===== config.mk =====
export PLATFORM = sky130hd
export DESIGN_NAME = f2prng_ctrl
export DESIGN_NICKNAME = d
export VERILOG_FILES = /design/src/rtl/core/f2prng_pkg.sv /design/src/rtl/core/f2prng_ctrl.sv
export SDC_FILE = /design/constraint.sdc
export NUM_CORES = 1
export LEC_CHECK = 0
export ABC_AREA = 1
export BUFFER_PORTS_ARGS = -buffer_cell sky130_fd_sc_hd__buf_2
export CAP_MARGIN = 15
export CORE_UTILIZATION = 47
export DETAILED_ROUTE_END_ITERATION = 10
export PLACE_DENSITY = 0.76
export SYNTH_ARGS = -nofsm -noshare
export SYNTH_HDL_FRONTEND = slang
export SYNTH_SLANG_ARGS = --single-unit

===== constraint.sdc =====
create_clock -name clk -period 1.85 [get_ports clk]
set_clock_uncertainty 0.1 [all_clocks]
set_input_delay 0.4625 -clock clk [delete_from_list [all_inputs] [get_ports clk]]
set_output_delay 0.4625 -clock clk [all_outputs]
set_load 0.05 [all_outputs]

===== src/rtl/core/f2prng_pkg.sv =====
// ----------------------------------------------------------------------------
// f2prng_pkg
// Shared constants and types for the 64-bit F2-linear generator.
// ----------------------------------------------------------------------------
package f2prng_pkg;

    localparam int STATE_DEPTH = 35;
    localparam int LAG_MID     = 17;
    localparam int LAG_TEMPER  = 6;
    localparam int SPLIT_BITS  = 23;
    localparam int EXTRA_SHL   = 36;
    localparam int EXTRA_SHR   = 21;
    localparam int TEMPER_SHL  = 6;
    localparam int SEED_SHR    = 62;

    localparam logic [63:0] UPPER_MASK  = 64'hffff_ffff_ffff_ffff << SPLIT_BITS;
    localparam logic [63:0] LOWER_MASK  = ~UPPER_MASK;
    localparam logic [63:0] TWIST_CONST = 64'h7cbe_23eb_ca8a_6d36;
    localparam logic [63:0] TEMPER_MASK = 64'he4e2_242b_6e15_aebe;
    localparam logic [63:0] SEED_MULT   = 64'd6364136223846793005;

    // partial-product phases of the seed multiply
    localparam logic [1:0] PH_LO_LO = 2'd0;
    localparam logic [1:0] PH_HI_LO = 2'd1;
    localparam logic [1:0] PH_LO_HI = 2'd2;

    typedef struct packed {
        logic       draw;       // draw transaction accepted this cycle
        logic       load_seed;  // reseed transaction accepted this cycle
        logic       seed_step;  // seed multiply phase active
        logic [1:0] phase;      // which partial product
        logic       last;       // final word: goes to the extra word
    } f2prng_cmd_t;

endpackage


===== src/rtl/core/f2prng_ctrl.sv =====
// ----------------------------------------------------------------------------
// f2prng_ctrl
// Handshake control and reseed sequencer.
// ----------------------------------------------------------------------------
module f2prng_ctrl #(
    parameter int STATE_DEPTH = f2prng_pkg::STATE_DEPTH,
    parameter int KW          = $clog2(STATE_DEPTH + 1)
) (
    input  logic                    clk,
    input  logic                    rst_n,
    input  logic                    in_valid,
    output logic                    in_ready,
    input  logic                    func,
    output logic                    out_valid,
    input  logic                    out_ready,
    output logic                    busy,
    output logic [KW-1:0]           seed_k,
    output f2prng_pkg::f2prng_cmd_t cmd
);

    localparam logic ST_IDLE = 1'b0;
    localparam logic ST_SEED = 1'b1;

    logic          state_reg, state_next;
    logic [1:0]    phase_reg, phase_next;
    logic [KW-1:0] k_reg, k_next;
    logic          out_valid_reg, out_valid_next;
    logic          accept;
    logic          last_word;

    assign busy      = (state_reg == ST_SEED);
    assign in_ready  = !busy && (!out_valid_reg || out_ready);
    assign accept    = in_valid && in_ready;
    assign out_valid = out_valid_reg;
    assign seed_k    = k_reg;
    assign last_word = (k_reg == KW'(STATE_DEPTH));

    always_comb
    begin
        cmd.draw      = accept && !func;
        cmd.load_seed = accept && func;
        cmd.seed_step = busy;
        cmd.phase     = phase_reg;
        cmd.last      = last_word;
    end

    always_comb
    begin
        state_next     = state_reg;
        phase_next     = phase_reg;
        k_next         = k_reg;
        out_valid_next = out_valid_reg;
        if (accept && !func)
        begin
            out_valid_next = 1'b1;
        end
        else if (out_ready)
        begin
            out_valid_next = 1'b0;
        end
        case (state_reg)
            ST_IDLE:
            begin
                if (accept && func)
                begin
                    state_next = ST_SEED;
                    phase_next = f2prng_pkg::PH_LO_LO;
                    k_next     = KW'(1);
                end
            end
            ST_SEED:
            begin
                if (phase_reg == f2prng_pkg::PH_LO_HI)
                begin
                    phase_next = f2prng_pkg::PH_LO_LO;
                    if (last_word)
                    begin
                        state_next = ST_IDLE;
                    end
                    else
                    begin
                        k_next = k_reg + KW'(1);
                    end
                end
                else
                begin
                    phase_next = phase_reg + 2'd1;
                end
            end
            default:
            begin
                state_next = ST_IDLE;
            end
        endcase
    end

    always_ff @(posedge clk or negedge rst_n)
    begin
        if (!rst_n)
        begin
            state_reg     <= ST_IDLE;
            phase_reg     <= f2prng_pkg::PH_LO_LO;
            k_reg         <= '0;
            out_valid_reg <= 1'b0;
        end
        else
        begin
            state_reg     <= state_next;
            phase_reg     <= phase_next;
            k_reg         <= k_next;
            out_valid_reg <= out_valid_next;
        end
    end

endmodule


==> results.ini <==
[worst_setup_path]
cp-end-kind=output pin
slowest_delay_ns=0.42
path_max_fanout=3
crit_arrival_ns=1.23
cp_slowest_cell=dfrtp_2
reg2reg_setup_slack_ns=0.52
critPathKind=reg -> out
start_kind=flop
crit_chain=ha_4 > nand2_2 > inv_1 > nand3_2 > inv_2 > buf_8
required_ns=1.29

[placement]
io_buffers=19
dpl.hpwl_um=1035
dpl_worst_slack_ns=0.1310
place.gp.congestion=0.8321

[finish]
largest_reg_flops=6
nFillCells=103
utilization=0.7359
diodes=0
drive_above_1_share=0.4054
area.growth.synth_to_final_pct=38.21
final_net_count=119

[pwr]
pwr-share-seq=0.256
p_int_uw=686.9
ir_drop_uv=1019
power_switching_uw=855.5
p_per_area_nw_per_um2=1813
cellLeakagePower_nw=0.4721
p_total_mw=1.542
p_sw_frac=0.5547
clockPowerShare=0.093
comb_power_share=0.652

[clock_tree]
cts.clk_slew.worst_paths_ns=0.06
clkSinkCount=10
htreeDepth=1
cts_buffers=3
clockBufferDepth=2
cts_root_buf=clkbuf_4
clk_latency_ns=0.26
cts_tree=yes

[sta]
setup_slack_ns=0.06009
setup_viol_count_final=0
slew_headroom=0.8359
hold_viol_final=0
clock.fmax_mhz=558.7
worst_slew_pin_slew_ns=0.2479
fin_crit_sh=0.9675
finalCriticalPeriod_ns=1.790
slew_violations=0
fin_tns_setup_ns=0

[route]
dr.pass1.iters=4
wire_per_inst_um=11.39
ant_nets=0
vias_per_cell=4.960
drt_iter0_markers=10
vias=620
wl_um=1424
drc=0

[grt]
gr-usage-met3=0.03488
met2_usage=0.3729
antenna_found_initial=0
grt_overflow=0
grt_pass1_wl_um=2228
grt_max_degree=11
grt_pass1_vias=532
grt_use_met1=0.2810
globalRouteTotalUtil=0.2285
busiest_layer=met2

[floorplanning]
die_area_um2=1458
initial_utilization=0.5325
io_pins=20
fp.coreArea_um2=1156
die_h_um=38.19
die_w_um=38.19
rows=12

[logic_synthesis]
ys_warn_count=0
ys_ff_latch=10
avgSynthCellArea_um2=7.417
syn_inst=83
syn-num-nets=89
synth_cell_types=18
yosys.area.top_type=dfrtp_1
syn-cell-area_um2=615.6
yosys-top-cells-area=dfrtp_1 (41%), nand2_1 (18%), inv_1 (6.7%), nand3_1 (6.5%), buf_4 (3.7%)
synth_seq_area_share=0.4065
synth_top_area_frac=0.4065

[min_path]
hold_class=in -> reg

[run_status]
status=finished, final reports clean

[run]
cap_violations=0

metrics by stage:
step                      area, µm²  cells  hold WS (ns)
final                         850.8    125        0.3962
after global routing          850.8    125        0.4110
after CTS                     803.3    122        0.3864
after detailed placement      744.5    116        0.2355
after global placement        744.5    116        0.2369
after floorplan               631.9     83       0.06691
path summary, 6_finish.rpt:
kind / startpoint / to / cells past startpoint
max: seed_k[1] / cmd[0] / 6
max in group asynchronous: rst_n / out_valid / 2
min in group asynchronous: rst_n / seed_k[4] / 2
max reg2reg: seed_k[1] / seed_k[1] / 8
min: func / out_valid / 2
min reg2reg: seed_k[4] / seed_k[4] / 2
worst max-delay path, delay by kind of cell (launching register included):
kind,cells,cell delay [ns]
AND/OR/NAND/NOR,2,0.15
flip-flops,1,0.42
buffers and inverters,3,0.23
adder cells (fa/ha/maj),1,0.17
cell type report:
cell class | instances | area, µm² | share of cell area
multi-input combinational | 57 | 322.8 | 0.3794
timing repair buffer | 28 | 183.9 | 0.2162
inverter | 13 | 48.80 | 0.05735
clock buffer | 3 | 22.52 | 0.02647
tap | 14 | 17.52 | 0.02059
sequential | 10 | 255.2 | 0.3000
cells in the final DEF, fill, tap and decap left out:
master,synthesis,layout
clkinv_1,1,1
nor2_2,0,1
ha_4,0,1
buf_4,3,9
nor3b_1,1,1
o21ai_0,4,4
dfrtp_1,10,6
dfrtp_2,0,4
inv_1,11,10
nand4_1,1,1
nand3_2,1,1
nand2_2,0,1
o21ai_1,2,2
nand4_4,1,1
buf_8,0,1
clkbuf_4,0,3
nand2_4,2,2
dlygate4sd3_1,0,1
a21oi_4,0,1
nor2_4,1,1
buf_2,0,16
buf_6,0,1
nor2_1,5,4
nand3_1,8,8
nand2_1,29,28
inv_2,1,2
Yosys cell counts (all sizes together):
cell type,n
clkinv,1
nand2,31
a21oi,1
dfrtp,10
nor3b,1
ha,1
o21ai,6
nand3,9
inv,12
nor2,6
nand4,2
buf,3
cells by family after synthesis:
| logic type | after synthesis | synth area share |
|---|---|---|
| simple gates | 49 | 0.4004 |
| buf+inv | 16 | 0.1158 |
| flops | 10 | 0.4065 |
| compound gates | 7 | 0.05690 |
| fa+ha+maj | 1 | 0.02032 |
per-layer routing:
metal	wire [µm]	vias to the layer above
met1	673	286
li1	-	314
met3	60	2
met5	0	-
met4	12	0
met2	677	18
timing repair:
item | in CTS | in global routing
pin swaps | 0 | 1
endpoints found under the setup margin | 3 | 3
endpoints found under the hold margin | 10 | 0
hold buffers | 1 | 0
gates resized for setup | 4 | 7
setup buffers | 2 | 3
power by group through the flow:
stage / Clock (mW) / Sequential, mW / Combinational, mW
global route: 0.162 / 0.406 / 1.08
floorplan: 0 / 0.694 / 0.402
CTS: 0.150 / 0.388 / 0.943
finish: 0.143 / 0.394 / 1.00
global placement: 0 / 0.404 / 0.866
detailed placement: 0 / 0.411 / 0.886
No activity file was read; power rests on OpenSTA's default activity.
